<file path="src/rtl/core/rafb_pkg.sv">
// Package for the radio API frame builder.
// Holds the item classes, the queue entry type and the frame constants.
// No dependencies.
`timescale 1ns / 1ps

package rafb_pkg;

    localparam logic [1:0] OP_CMD_HDR = 2'd0;
    localparam logic [1:0] OP_TX_HDR  = 2'd1;
    localparam logic [1:0] OP_PAYLOAD = 2'd2;
    localparam logic [1:0] OP_ESCAPE  = 2'd3;

    localparam logic [1:0] CFG_DEST_ADDRESS   = 2'd0;
    localparam logic [1:0] CFG_FRAME_ID       = 2'd1;
    localparam logic [1:0] CFG_QUERY_FRAME_ID = 2'd2;

    localparam logic [7:0] START_BYTE    = 8'h7E;
    localparam logic [7:0] TYPE_COMMAND  = 8'h08;
    localparam logic [7:0] TYPE_TRANSMIT = 8'h10;
    localparam logic [7:0] CHECK_BASE    = 8'hFF;
    localparam logic [7:0] BCAST_HI      = 8'hFF;
    localparam logic [7:0] BCAST_LO      = 8'hFE;
    localparam logic [8:0] CMD_OVERHEAD  = 9'd4;
    localparam logic [8:0] TX_OVERHEAD   = 9'd14;

    localparam int FIFO_DEPTH = 4;

    typedef enum logic [2:0] {
        K_CMD      = 3'd0,
        K_TX       = 3'd1,
        K_PAY      = 3'd2,
        K_PAY_LAST = 3'd3,
        K_STRAY    = 3'd4,
        K_ESC      = 3'd5
    } t_kind;

    typedef struct packed {
        t_kind      kind;
        logic [7:0] cmd_first;
        logic [7:0] cmd_second;
        logic [7:0] count;
        logic [7:0] data;
    } t_entry;

    function automatic logic [7:0] escape_char(input logic [2:0] pos);
        logic [7:0] c;
        case (pos)
            3'd0, 3'd1, 3'd2: c = 8'h2B;
            3'd3:             c = 8'h41;
            3'd4:             c = 8'h50;
            3'd5:             c = 8'h31;
            default:          c = 8'h00;
        endcase
        return c;
    endfunction

endpackage

</file>
<file path="src/rtl/core/radio_api_frame_builder_top.sv">
// Top level of the radio API frame builder: configuration registers and wiring.
// Depends on rafb_pkg, rafb_front, rafb_fifo and rafb_back.
//
// Input channel (i_valid / o_stall) takes one item per cycle while the queue
// has room: a command header, a transmit header, a payload byte or the mode
// escape. The front end classifies each item into a four-entry queue;
// o_stall rises only when that queue is full. The back end expands the head
// item into bytes on the output channel (o_valid / i_stall), one byte per
// cycle while i_stall is low, through an output register. A payload byte
// gives one result (two when it closes the frame with its checksum), so
// payload streams at one item per cycle while i_stall is low. A command
// header expands into 7 or 8 bytes, a transmit header into 17 or 18, an
// escape into 6. When the emitter is free, an accepted item is written into
// the queue and its first result then passes the output register before it
// is presented. While i_stall is high the output byte holds and the queue
// fills; the input side keeps accepting until it is full. Reset clears the
// frame state, the queue and the output valid, and loads the configuration
// registers with their defaults. Configuration writes (i_cfg_valid /
// o_cfg_ready) are always taken; an unknown index is dropped.
`timescale 1ns / 1ps

module radio_api_frame_builder_top #(
    parameter int MAX_PAYLOAD = 255
) (
    input  logic        i_clk,
    input  logic        i_rst_n,
    input  logic        i_valid,
    output logic        o_stall,
    input  logic [1:0]  i_opcode,
    input  logic [7:0]  i_cmd_first,
    input  logic [7:0]  i_cmd_second,
    input  logic [7:0]  i_payload_length,
    input  logic [7:0]  i_data_byte,
    output logic        o_valid,
    input  logic        i_stall,
    output logic [7:0]  o_out_byte,
    output logic        o_run_end,
    output logic        o_frame_end,
    output logic        o_error,
    input  logic        i_cfg_valid,
    output logic        o_cfg_ready,
    input  logic [1:0]  i_cfg_index,
    input  logic [63:0] i_cfg_data
);
    import rafb_pkg::*;

    logic [63:0] r_dest_address;
    logic [7:0]  r_frame_id;
    logic [7:0]  r_query_frame_id;

    logic        accept;
    logic        push;
    logic        full;
    logic        pop;
    logic        head_valid;
    t_entry      entry;
    t_entry      head;

    assign o_cfg_ready = 1'b1;
    assign o_stall     = full;
    assign accept      = i_valid && !full;

    always_ff @(posedge i_clk) begin
        if (!i_rst_n) begin
            r_dest_address   <= 64'h0013_A200_40B6_683D;
            r_frame_id       <= 8'h01;
            r_query_frame_id <= 8'h52;
        end else if (i_cfg_valid && o_cfg_ready) begin
            case (i_cfg_index)
                CFG_DEST_ADDRESS:   r_dest_address   <= i_cfg_data;
                CFG_FRAME_ID:       r_frame_id       <= i_cfg_data[7:0];
                CFG_QUERY_FRAME_ID: r_query_frame_id <= i_cfg_data[7:0];
                default: begin
                end
            endcase
        end
    end

    rafb_front #(
        .MAX_PAYLOAD (MAX_PAYLOAD)
    ) u_front (
        .i_clk            (i_clk),
        .i_rst_n          (i_rst_n),
        .i_accept         (accept),
        .i_opcode         (i_opcode),
        .i_cmd_first      (i_cmd_first),
        .i_cmd_second     (i_cmd_second),
        .i_payload_length (i_payload_length),
        .i_data_byte      (i_data_byte),
        .o_push           (push),
        .o_entry          (entry)
    );

    rafb_fifo u_fifo (
        .i_clk        (i_clk),
        .i_rst_n      (i_rst_n),
        .i_push       (push),
        .i_entry      (entry),
        .o_full       (full),
        .i_pop        (pop),
        .o_head_valid (head_valid),
        .o_head       (head)
    );

    rafb_back u_back (
        .i_clk            (i_clk),
        .i_rst_n          (i_rst_n),
        .i_head_valid     (head_valid),
        .i_head           (head),
        .o_pop            (pop),
        .i_dest_address   (r_dest_address),
        .i_frame_id       (r_frame_id),
        .i_query_frame_id (r_query_frame_id),
        .o_valid          (o_valid),
        .i_stall          (i_stall),
        .o_out_byte       (o_out_byte),
        .o_run_end        (o_run_end),
        .o_frame_end      (o_frame_end),
        .o_error          (o_error)
    );

endmodule

</file>
<file path="src/rtl/core/rafb_front.sv">
// Front end of the radio API frame builder: accepts items and classifies them.
// Tracks the open frame and its remaining payload count. Uses rafb_pkg.
`timescale 1ns / 1ps

module rafb_front #(
    parameter int MAX_PAYLOAD = 255
) (
    input  logic              i_clk,
    input  logic              i_rst_n,
    input  logic              i_accept,
    input  logic [1:0]        i_opcode,
    input  logic [7:0]        i_cmd_first,
    input  logic [7:0]        i_cmd_second,
    input  logic [7:0]        i_payload_length,
    input  logic [7:0]        i_data_byte,
    output logic              o_push,
    output rafb_pkg::t_entry  o_entry
);
    import rafb_pkg::*;

    localparam logic [7:0] MAX_N = 8'(MAX_PAYLOAD);

    logic       r_open;
    logic       n_open;
    logic [7:0] r_remaining;
    logic [7:0] n_remaining;
    logic [7:0] count;

    assign count = (i_payload_length > MAX_N) ? MAX_N : i_payload_length;

    always_comb begin
        n_open              = r_open;
        n_remaining         = r_remaining;
        o_entry.kind        = K_STRAY;
        o_entry.cmd_first   = i_cmd_first;
        o_entry.cmd_second  = i_cmd_second;
        o_entry.count       = count;
        o_entry.data        = i_data_byte;
        case (i_opcode)
            OP_CMD_HDR, OP_TX_HDR: begin
                o_entry.kind = (i_opcode == OP_CMD_HDR) ? K_CMD : K_TX;
                n_open       = (count != 8'd0);
                n_remaining  = count;
            end
            OP_PAYLOAD: begin
                if (r_open) begin
                    n_remaining = r_remaining - 8'd1;
                    if (r_remaining == 8'd1) begin
                        o_entry.kind = K_PAY_LAST;
                        n_open       = 1'b0;
                    end else begin
                        o_entry.kind = K_PAY;
                    end
                end else begin
                    o_entry.kind = K_STRAY;
                end
            end
            default: begin
                o_entry.kind = K_ESC;
                n_open       = 1'b0;
                n_remaining  = 8'd0;
            end
        endcase
    end

    assign o_push = i_accept;

    always_ff @(posedge i_clk) begin
        if (!i_rst_n) begin
            r_open      <= 1'b0;
            r_remaining <= 8'd0;
        end else if (i_accept) begin
            r_open      <= n_open;
            r_remaining <= n_remaining;
        end
    end

endmodule

</file>
<file path="src/rtl/core/rafb_fifo.sv">
// Short queue between the front end and the byte emitter.
// Stores classified items in order. Uses rafb_pkg.
`timescale 1ns / 1ps

module rafb_fifo (
    input  logic              i_clk,
    input  logic              i_rst_n,
    input  logic              i_push,
    input  rafb_pkg::t_entry  i_entry,
    output logic              o_full,
    input  logic              i_pop,
    output logic              o_head_valid,
    output rafb_pkg::t_entry  o_head
);
    import rafb_pkg::*;

    localparam int PW = $clog2(FIFO_DEPTH);
    localparam int CW = $clog2(FIFO_DEPTH + 1);

    t_entry          r_mem [FIFO_DEPTH];
    logic [PW-1:0]   r_wr_ptr;
    logic [PW-1:0]   r_rd_ptr;
    logic [CW-1:0]   r_count;
    logic            do_pop;

    assign o_full       = (r_count == CW'(FIFO_DEPTH));
    assign o_head_valid = (r_count != '0);
    assign o_head       = r_mem[r_rd_ptr];
    assign do_pop       = i_pop && o_head_valid;

    always_ff @(posedge i_clk) begin
        if (i_push) begin
            r_mem[r_wr_ptr] <= i_entry;
        end
    end

    always_ff @(posedge i_clk) begin
        if (!i_rst_n) begin
            r_wr_ptr <= '0;
            r_rd_ptr <= '0;
            r_count  <= '0;
        end else begin
            if (i_push) begin
                r_wr_ptr <= r_wr_ptr + PW'(1);
            end
            if (do_pop) begin
                r_rd_ptr <= r_rd_ptr + PW'(1);
            end
            if (i_push && !do_pop) begin
                r_count <= r_count + CW'(1);
            end else if (!i_push && do_pop) begin
                r_count <= r_count - CW'(1);
            end
        end
    end

endmodule

</file>
<file path="src/rtl/core/rafb_back.sv">
// Byte emitter of the radio API frame builder: expands queued items into bytes.
// Keeps the running checksum and the output register. Uses rafb_pkg.
`timescale 1ns / 1ps

module rafb_back (
    input  logic              i_clk,
    input  logic              i_rst_n,
    input  logic              i_head_valid,
    input  rafb_pkg::t_entry  i_head,
    output logic              o_pop,
    input  logic [63:0]       i_dest_address,
    input  logic [7:0]        i_frame_id,
    input  logic [7:0]        i_query_frame_id,
    output logic              o_valid,
    input  logic              i_stall,
    output logic [7:0]        o_out_byte,
    output logic              o_run_end,
    output logic              o_frame_end,
    output logic              o_error
);
    import rafb_pkg::*;

    logic [4:0] r_idx;
    logic [7:0] r_sum;
    logic [7:0] n_sum;
    logic       r_valid;
    logic [7:0] r_byte;
    logic       r_run_end;
    logic       r_frame_end;
    logic       r_error;

    logic       advance;
    logic       empty;
    logic [8:0] frame_len;
    logic [7:0] check;
    logic [2:0] dest_sel;
    logic [7:0] dest_byte;
    logic [7:0] byte_val;
    logic       summed;
    logic       last;
    logic       fend;
    logic       err;

    assign empty     = (i_head.count == 8'd0);
    assign frame_len = {1'b0, i_head.count}
                     + ((i_head.kind == K_CMD) ? CMD_OVERHEAD : TX_OVERHEAD);
    assign check     = CHECK_BASE - r_sum;
    assign dest_sel  = 3'(5'd12 - r_idx);
    assign dest_byte = 8'(i_dest_address >> {dest_sel, 3'b000});
    assign advance   = i_head_valid && (!r_valid || !i_stall);
    assign o_pop     = advance && last;

    always_comb begin
        byte_val = 8'd0;
        summed   = 1'b0;
        last     = 1'b0;
        fend     = 1'b0;
        err      = 1'b0;
        case (i_head.kind)
            K_CMD, K_TX: begin
                case (r_idx)
                    5'd0: byte_val = START_BYTE;
                    5'd1: byte_val = {7'd0, frame_len[8]};
                    5'd2: byte_val = frame_len[7:0];
                    5'd3: begin
                        byte_val = (i_head.kind == K_CMD) ? TYPE_COMMAND : TYPE_TRANSMIT;
                        summed   = 1'b1;
                    end
                    5'd4: begin
                        byte_val = (i_head.kind == K_CMD && empty) ?
                                   i_query_frame_id : i_frame_id;
                        summed   = 1'b1;
                    end
                    default: begin
                        summed = 1'b1;
                        if (i_head.kind == K_CMD) begin
                            if (r_idx == 5'd5) begin
                                byte_val = i_head.cmd_first;
                            end else if (r_idx == 5'd6) begin
                                byte_val = i_head.cmd_second;
                                last     = !empty;
                            end else begin
                                byte_val = check;
                                summed   = 1'b0;
                                last     = 1'b1;
                                fend     = 1'b1;
                            end
                        end else begin
                            if (r_idx inside {[5:12]}) begin
                                byte_val = dest_byte;
                            end else if (r_idx == 5'd13) begin
                                byte_val = BCAST_HI;
                            end else if (r_idx == 5'd14) begin
                                byte_val = BCAST_LO;
                            end else if (r_idx == 5'd15) begin
                                byte_val = 8'd0;
                            end else if (r_idx == 5'd16) begin
                                byte_val = 8'd0;
                                last     = !empty;
                            end else begin
                                byte_val = check;
                                summed   = 1'b0;
                                last     = 1'b1;
                                fend     = 1'b1;
                            end
                        end
                    end
                endcase
            end
            K_PAY: begin
                byte_val = i_head.data;
                summed   = 1'b1;
                last     = 1'b1;
            end
            K_PAY_LAST: begin
                if (r_idx == 5'd0) begin
                    byte_val = i_head.data;
                    summed   = 1'b1;
                end else begin
                    byte_val = check;
                    last     = 1'b1;
                    fend     = 1'b1;
                end
            end
            K_STRAY: begin
                err  = 1'b1;
                last = 1'b1;
            end
            K_ESC: begin
                byte_val = escape_char(r_idx[2:0]);
                last     = (r_idx == 5'd5);
                fend     = last;
            end
            default: begin
                last = 1'b1;
            end
        endcase
    end

    always_comb begin
        n_sum = r_sum;
        if ((i_head.kind == K_CMD || i_head.kind == K_TX) && r_idx == 5'd0) begin
            n_sum = 8'd0;
        end else if (i_head.kind == K_ESC) begin
            n_sum = 8'd0;
        end else if (summed) begin
            n_sum = r_sum + byte_val;
        end
    end

    always_ff @(posedge i_clk) begin
        if (!i_rst_n) begin
            r_idx   <= '0;
            r_sum   <= '0;
            r_valid <= 1'b0;
        end else if (advance) begin
            r_idx   <= last ? 5'd0 : r_idx + 5'd1;
            r_sum   <= n_sum;
            r_valid <= 1'b1;
        end else if (!i_stall) begin
            r_valid <= 1'b0;
        end
    end

    always_ff @(posedge i_clk) begin
        if (advance) begin
            r_byte      <= byte_val;
            r_run_end   <= last;
            r_frame_end <= fend;
            r_error     <= err;
        end
    end

    assign o_valid     = r_valid;
    assign o_out_byte  = r_byte;
    assign o_run_end   = r_run_end;
    assign o_frame_end = r_frame_end;
    assign o_error     = r_error;

endmodule

</file>
<file path="config.mk">
export PLATFORM = sky130hd
export DESIGN_NAME = radio_api_frame_builder_top
export DESIGN_NICKNAME = d
export VERILOG_FILES = /design/src/rtl/core/rafb_pkg.sv /design/src/rtl/core/radio_api_frame_builder_top.sv /design/src/rtl/core/rafb_front.sv /design/src/rtl/core/rafb_fifo.sv /design/src/rtl/core/rafb_back.sv
export SDC_FILE = /design/constraint.sdc
export NUM_CORES = 1
export LEC_CHECK = 0
export BUFFER_PORTS_ARGS = -buffer_cell sky130_fd_sc_hd__buf_2
export CAP_MARGIN = 20
export CORE_MARGIN = 2
export CORE_UTILIZATION = 59
export DETAILED_ROUTE_END_ITERATION = 6
export PLACE_DENSITY = 0.91
export SLEW_MARGIN = 20
export SYNTH_ARGS = -nofsm -noshare
export SYNTH_HDL_FRONTEND = slang
export SYNTH_SLANG_ARGS = --single-unit
</file>
<file path="constraint.sdc">
create_clock -name i_clk -period 5.6 [get_ports i_clk]
set_input_delay 0.28 -clock i_clk [delete_from_list [all_inputs] [get_ports i_clk]]
set_output_delay 0.28 -clock i_clk [all_outputs]
set_load 0.05 [all_outputs]
</file>
==> impl_metrics.ini, run 1 <==
[outcome]
status = finished with violations
violations = DRC

[routing]
initialDrtViolationCount = 922
routedWlPerCell_um = 21.5
routed_wirelength_mm = 31.4
via_per_inst = 6.30
dr.pass1.iters = 7
ant_nets = 0
dr_total_vias = 9216
drc = 16

[floorplan]
start_util = 0.601
core_area_mm2 = 0.0203
io_pins = 119
die_x_um = 148
rows = 52
die_y_um = 148
die-area_mm2 = 0.0219

[pwr]
internal_power_mw = 4.12
power_switching_share = 0.352
powerDensity_mw_per_mm2 = 444
p_sw_mw = 2.24
clockPowerShare = 0.261
peakVddDrop_v = 0.000281
power.leakage_nw = 5.38
pwr-share-comb = 0.353
seqPwrFrac = 0.386

[logic_synthesis]
yosysWarnings = 0
avgSynthCellArea_um2 = 12.0
synthTopCellsByCount = nand2_1 (172), edfxtp_1 (151), dfxtp_1 (112)
synthFlopType = edfxtp_1
syn-cell-area_mm2 = 0.0122
synth_area_leaders = edfxtp_1 (37%), dfxtp_1 (18%), mux4_2 (8.9%), nand2_1 (5.3%), mux2i_1 (3.0%)
synth_top_area_frac = 0.371
syn_nets = 1149
yosys.cell_types.count = 76
synth_edf_count = 151
yosysTopAreaCell = edfxtp_1
syn_inst = 1018
synth-async-reset-ratio = 0
synth_most_common_cell = nand2_1
ys_seq_area_frac = 0.555
synth-seq-cells = 263

[cts]
cts-resized-gates = 0
cts_tree = done
clock_latency_ns = 0.54
postCtsSetupBuffers = 0
cts-htree-levels = 1
clk_pin_slew_worst_paths_ns = 0.07
cts_buffers = 26
root_buffer = clkbuf_16
clock_sinks = 263
clockBufferDepth = 3

[hold_path]
holdCritPathClass = in -> reg
min_from = i_cfg_data[19]

[timing]
timing.fmax_mhz = 190
min_period_over_period = 0.941
finalHoldViolations = 0
slew_headroom = 0.309
clock-skew-final_ns = 0.0159
setup_viol = 0
post-route-min-period_ns = 5.27
slew_violations = 0
setup_tns_ns = 0
worst_slew_pin_slew_ns = 1.03
grt_setup_unrepaired = false

[global_route]
grt_overflow = 0
grt_use_met2 = 0.500
grt_max_degree = 112
grt_pass1_wl_mm = 49.8
grt_use_met1 = 0.354
globalRouteMet3Util = 0.0596
grt_pass1_vias = 9493
top_usage_layer = met2
grt_usage = 0.290
grt_antenna_before_repair = 1

[layout]
syn2layout_area_growth_pct = 17.4
seqCellArea_mm2 = 0.00678
nets = 1302
postLayoutCellArea_mm2 = 0.0143
drive_gt1_frac = 0.210
multi_input_area_mm2 = 0.00510
nFillCells = 1283

[worst_setup_path]
cp.required_ns = 6.03
arrival_ns = 5.70
path_class = reg -> reg
cp-end-kind = flip-flop
startpoint_type = flip-flop
cp_max_fo = 13

[place]
port-buffer-count = 117
finalWeightedCongestion = 0.950
dp_hpwl_mm = 19.8
placed_cell_area_mm2 = 0.0131

[run]
max-cap-violations = 0
==> layer usage <==
metal / share of wire / up-vias
met5: 0 / -
met4: 0.051 / 0
met3: 0.086 / 153
met2: 0.50 / 554
met1: 0.36 / 4421
li1: - / 4088
==> cells in the final DEF (no fill, tap or decap), types with 26 or more instances in the layout <==
master / Yosys / final
mux4_2: 48 / 48
nor2b_1: 31 / 31
a21oi_1: 30 / 30
edfxtp_1: 151 / 151
buf_4: 2 / 26
o21ai_0: 28 / 28
dfxtp_1: 112 / 111
buf_2: 2 / 117
nand2_1: 172 / 172
clkbuf_16: 0 / 26
nand3_1: 36 / 36
mux2i_1: 36 / 36
a21boi_0: 48 / 48
nor2_1: 33 / 33
dlygate4sd3_1: 0 / 46
==> power groups by stage <==
stage / registers, mW / clock network, mW / logic, mW
4_1_cts: 2.45 / 1.66 / 2.19
3_3_place_gp: 2.47 / 0 / 2.10
5_1_grt: 2.48 / 1.75 / 2.41
6_report: 2.46 / 1.66 / 2.25
2_1_floorplan: 2.58 / 0 / 1.46
3_5_place_dp: 2.49 / 0 / 2.14
==> through the flow <==
stage                     hold slack, ns  total power [mW]  cells  worst slack (ns)  utilization
after floorplan                    0.379              4.04   1018             0.693            -
after global placement             0.447              4.57   1367             0.584        0.643
after detailed placement           0.459              4.63   1367             0.419        0.643
after CTS                        0.00125              6.30   1461             0.462        0.706
after global routing             0.00758              6.63   1461           0.00124        0.706
final                            0.00169              6.37   1462             0.330        0.706
==> registers in the layout (all words and copies together) (netlist names), named ones only <==
signal               cells
r_frame_id               8
u_back.o_frame_end       1
u_fifo.r_wr_ptr          2
u_front.r_open           1
u_fifo.r_rd_ptr          2
r_query_frame_id         8
u_back.o_out_byte        8
u_back.o_error           1
u_fifo.r_count           3
u_back.r_idx             5
u_fifo.r_mem           140
u_back.o_valid           1
u_front.r_remaining      8
r_dest_address          64
u_back.r_sum             8
u_back.o_run_end         1
==> cell type report <==
type / instances / share of cell area
well taps: 270 / 0.0236
diodes: 1 / 0.000175
clock inverters: 17 / 0.00899
repair buffers: 189 / 0.0866
inverters: 16 / 0.00419
multi-input cells: 675 / 0.356
flip-flops and latches: 263 / 0.473
clock buffers: 31 / 0.0474
==> logic make-up after synthesis <==
| family | count (synthesis) | synth area share |
|---|---|---|
| and+or+nand+nor | 348 | 0.139 |
| DFF | 263 | 0.555 |
| AOI/OAI and AO/OA | 194 | 0.111 |
| muxes | 90 | 0.127 |
| buffers and inverters | 80 | 0.0273 |
| adders and majority gates | 26 | 0.0279 |
| xor gates and xnor gates | 16 | 0.0115 |
| other | 1 | 0.000307 |
==> what timing repair did <==
item / CTS / global route
endpoints found under the hold margin: 126 / 0
hold buffers: 46 / 0
endpoints found under the setup margin: 0 / 0
==> path summary, 6_finish.rpt <==
kind / endpoint / slack (ns) / cells past startpoint
setup / recovery: u_back.r_sum[7]$_SDFFE_PN0P_ / 0.33 / 16
hold / removal: r_dest_address[19]$_SDFFE_PN0P_ / 0.002 / 3
setup reg to reg: u_back.r_sum[7]$_SDFFE_PN0P_ / 0.33 / 16
hold reg to reg: r_dest_address[61]$_SDFFE_PN0P_ / 0.47 / 2
==> worst max-delay path, cell delays in order (launching register included) <==
cell and delay [ns]:
dfxtp_2 0.61, mux4_1 0.75, nor4_4 0.47, nand3_4 0.21, mux2i_1 0.17, o211ai_1 0.28
o311ai_0 0.19, o2111ai_1 0.21, ha_1 0.31, a21o_1 0.15, a21oi_1 0.21, o21ai_0 0.16
o41a_1 0.38, and4bb_1 0.22, nor4_1 0.30, mux2_1 0.36, o21a_1 0.17
(Power assumes the default switching activity.)
==> run 2: changes to the inputs <==
==> constraint.sdc (replaced) <==
create_clock -name i_clk -period 5.6 [get_ports i_clk]
set_input_delay 1.4 -clock i_clk [delete_from_list [all_inputs] [get_ports i_clk]]
set_output_delay 1.4 -clock i_clk [all_outputs]
set_load 0.05 [all_outputs]
==> impl_metrics.ini, run 2 (synthesized netlist as in run 1, its figures left out) <==
[routing]
ant_nets = 0
initialDrtViolationCount = 888
routedWlPerCell_um = 21.3
dr.pass1.iters = 5
drc = 0
dr_total_vias = 8971
via_per_inst = 6.34
routed_wirelength_mm = 30.1

[cts]
hold_buffers = 0
cts_tree = done
cts-htree-levels = 1
clockBufferDepth = 3
cts-resized-gates = 0
clk_pin_slew_worst_paths_ns = 0.06
cts_buffers = 26
clock_latency_ns = 0.55
postCtsSetupBuffers = 0
clock_sinks = 263
root_buffer = clkbuf_16

[layout]
nets = 1256
reg_top3 = u_fifo.r_mem (140), r_dest_address (64)
largest-register = u_fifo.r_mem
syn2layout_area_growth_pct = 14.3
postLayoutCellArea_mm2 = 0.0140
final_common_cell = nand2_1
layout_common_cells = nand2_1 (172), edfxtp_1 (151), buf_2 (117)
drive_gt1_frac = 0.222
num_antenna_cells = 0
largest_reg_flops = 140
fin_cells = 1415
utilization = 0.688

[worst_setup_path]
crit_path_top_delay_cell = mux4_2
rr_worst_depth = 21
critical_path.top_delay_family = compound AO/OA/AOI/OAI gates
path_cells = mux4_2 -> nor3_4 -> inv_1 -> ha_1 -> inv_1 -> ha_1 -> inv_1 -> o41a_1 -> o21ai_0 -> xnor2_1 -> nand2_1 -> o211ai_1 -> a211o_1 -> ha_1 -> nor3_1 -> nor2_1 -> o41a_1 -> and4bb_1 -> nor4_1 -> mux2_1 -> o21a_1
cp_max_fo = 13
path_class = reg -> reg
cp.required_ns = 6.04
crit_buf_inv = 3
ff2ff_setup_slack_ns = 0.31
cpPeakStageDelay_ns = 0.70
cp-end-kind = flip-flop
rr_endpoint = u_back.r_sum[7]$_SDFFE_PN0P_
arrival_ns = 5.73
startpoint_type = flip-flop

[place]
placed_cell_area_mm2 = 0.0131
dp_hpwl_mm = 20.2
finalWeightedCongestion = 0.953
dp_cells = 1367
port-buffer-count = 117
pre_cts_ws_ns = 0.362

[hold_path]
min_from = r_dest_address[59]$_SDFFE_PN0P_
whs_path_depth = 2
whs_endpoint = r_dest_address[59]$_SDFFE_PN0P_
holdCritPathClass = reg -> reg

[pwr]
peakVddDrop_v = 0.000315
p_sw_mw = 2.24
pwr-share-comb = 0.345
power.leakage_nw = 5.24
power.total_mw = 6.48
clockPowerShare = 0.276
power_switching_share = 0.346
powerDensity_mw_per_mm2 = 464
internal_power_mw = 4.23
seqPwrFrac = 0.379

[timing]
slew_headroom = 0.316
setup_tns_ns = 0
worst_slew_pin_slew_ns = 1.02
min_period_over_period = 0.944
worst_slack_ns = 0.311
post-route-min-period_ns = 5.29
clock-skew-final_ns = 0.0246
holdWs_ns = 0.462
slew_violations = 0
grt_setup_unrepaired = false
setup_viol = 0
finalHoldViolations = 0
timing.fmax_mhz = 189

[global_route]
grt_overflow = 0
grt_max_degree = 68
grt_pass1_vias = 9021
grt_pass1_wl_mm = 47.6
grt_antenna_before_repair = 0
grt_usage = 0.279

[floorplan]
die-area_mm2 = 0.0219
core_area_mm2 = 0.0203
start_util = 0.601
io_pins = 119
rows = 52
die_x_um = 148
die_y_um = 148

[run]
max-cap-violations = 0

[outcome]
status = complete, no violations
[run 2: changes by cell type in the layout (fill, tap and decap cells not counted)]
cell	delta
clkbuf_16	+2
clkbuf_8	+2
clkinv_2	-1
clkinv_1	-3
clkinv_4	+2
clkbuf_1	-1
diode_2	-1
bufinv_16	+1
dlygate4sd3_1	-46
clkinvlp_4	-2
[run 2: power groups by stage]
| stage | clock [mW] | sequential (mW) | combinational (mW) |
|---|---|---|---|
| 3_3_place_gp | 0 | 2.47 | 2.10 |
| 3_5_place_dp | 0 | 2.49 | 2.16 |
| 2_1_floorplan | 0 | 2.58 | 1.46 |
| 5_1_grt | 1.88 | 2.47 | 2.39 |
| 4_1_cts | 1.80 | 2.45 | 2.19 |
| 6_report | 1.79 | 2.45 | 2.24 |
[run 2: layer usage]
metal / routed length (µm) / GRT usage / vias to the layer above / part of all wire
li1: - / - / 4000 / -
met4: 1520 / 0.115 / 0 / 0.051
met5: 0 / 0 / - / 0
met3: 2560 / 0.0475 / 141 / 0.085
met2: 14700 / 0.477 / 511 / 0.49
met1: 11300 / 0.355 / 4319 / 0.38
[run 2: area by class of cell]
cell class              count  area [µm²]
flip-flops and latches    263        6780
fillers                  1394        6340
multi-input cells         675        5100
repair buffers            143         781
clock buffers              34         753
well taps                 270         338
clock inverters            14         145
inverters                  16        60.1
[run 2: tightest hold or removal path, cell delays in order (launching register included)]
cell	delay, ns
dfxtp_1	0.31
nand2_1	0.04
a21boi_0	0.06
[run 2: how the worst max path moves through the flow]
stage	start	slack [ns]	end	cells after the start
3_3_place_gp	flip-flop	0.60	u_back.r_sum[7]$_SDFFE_PN0P_	16
5_1_grt	flip-flop	0.07	u_back.r_sum[7]$_SDFFE_PN0P_	16
4_1_cts	flip-flop	0.33	u_back.r_sum[7]$_SDFFE_PN0P_	16
6_report	flip-flop	0.31	u_back.r_sum[7]$_SDFFE_PN0P_	21
2_1_floorplan	u_back.r_idx[1]$_SDFFE_PN0P_	0.69	u_back.r_sum[7]$_SDFFE_PN0P_	19
3_5_place_dp	flip-flop	0.36	u_back.r_sum[7]$_SDFFE_PN0P_	16
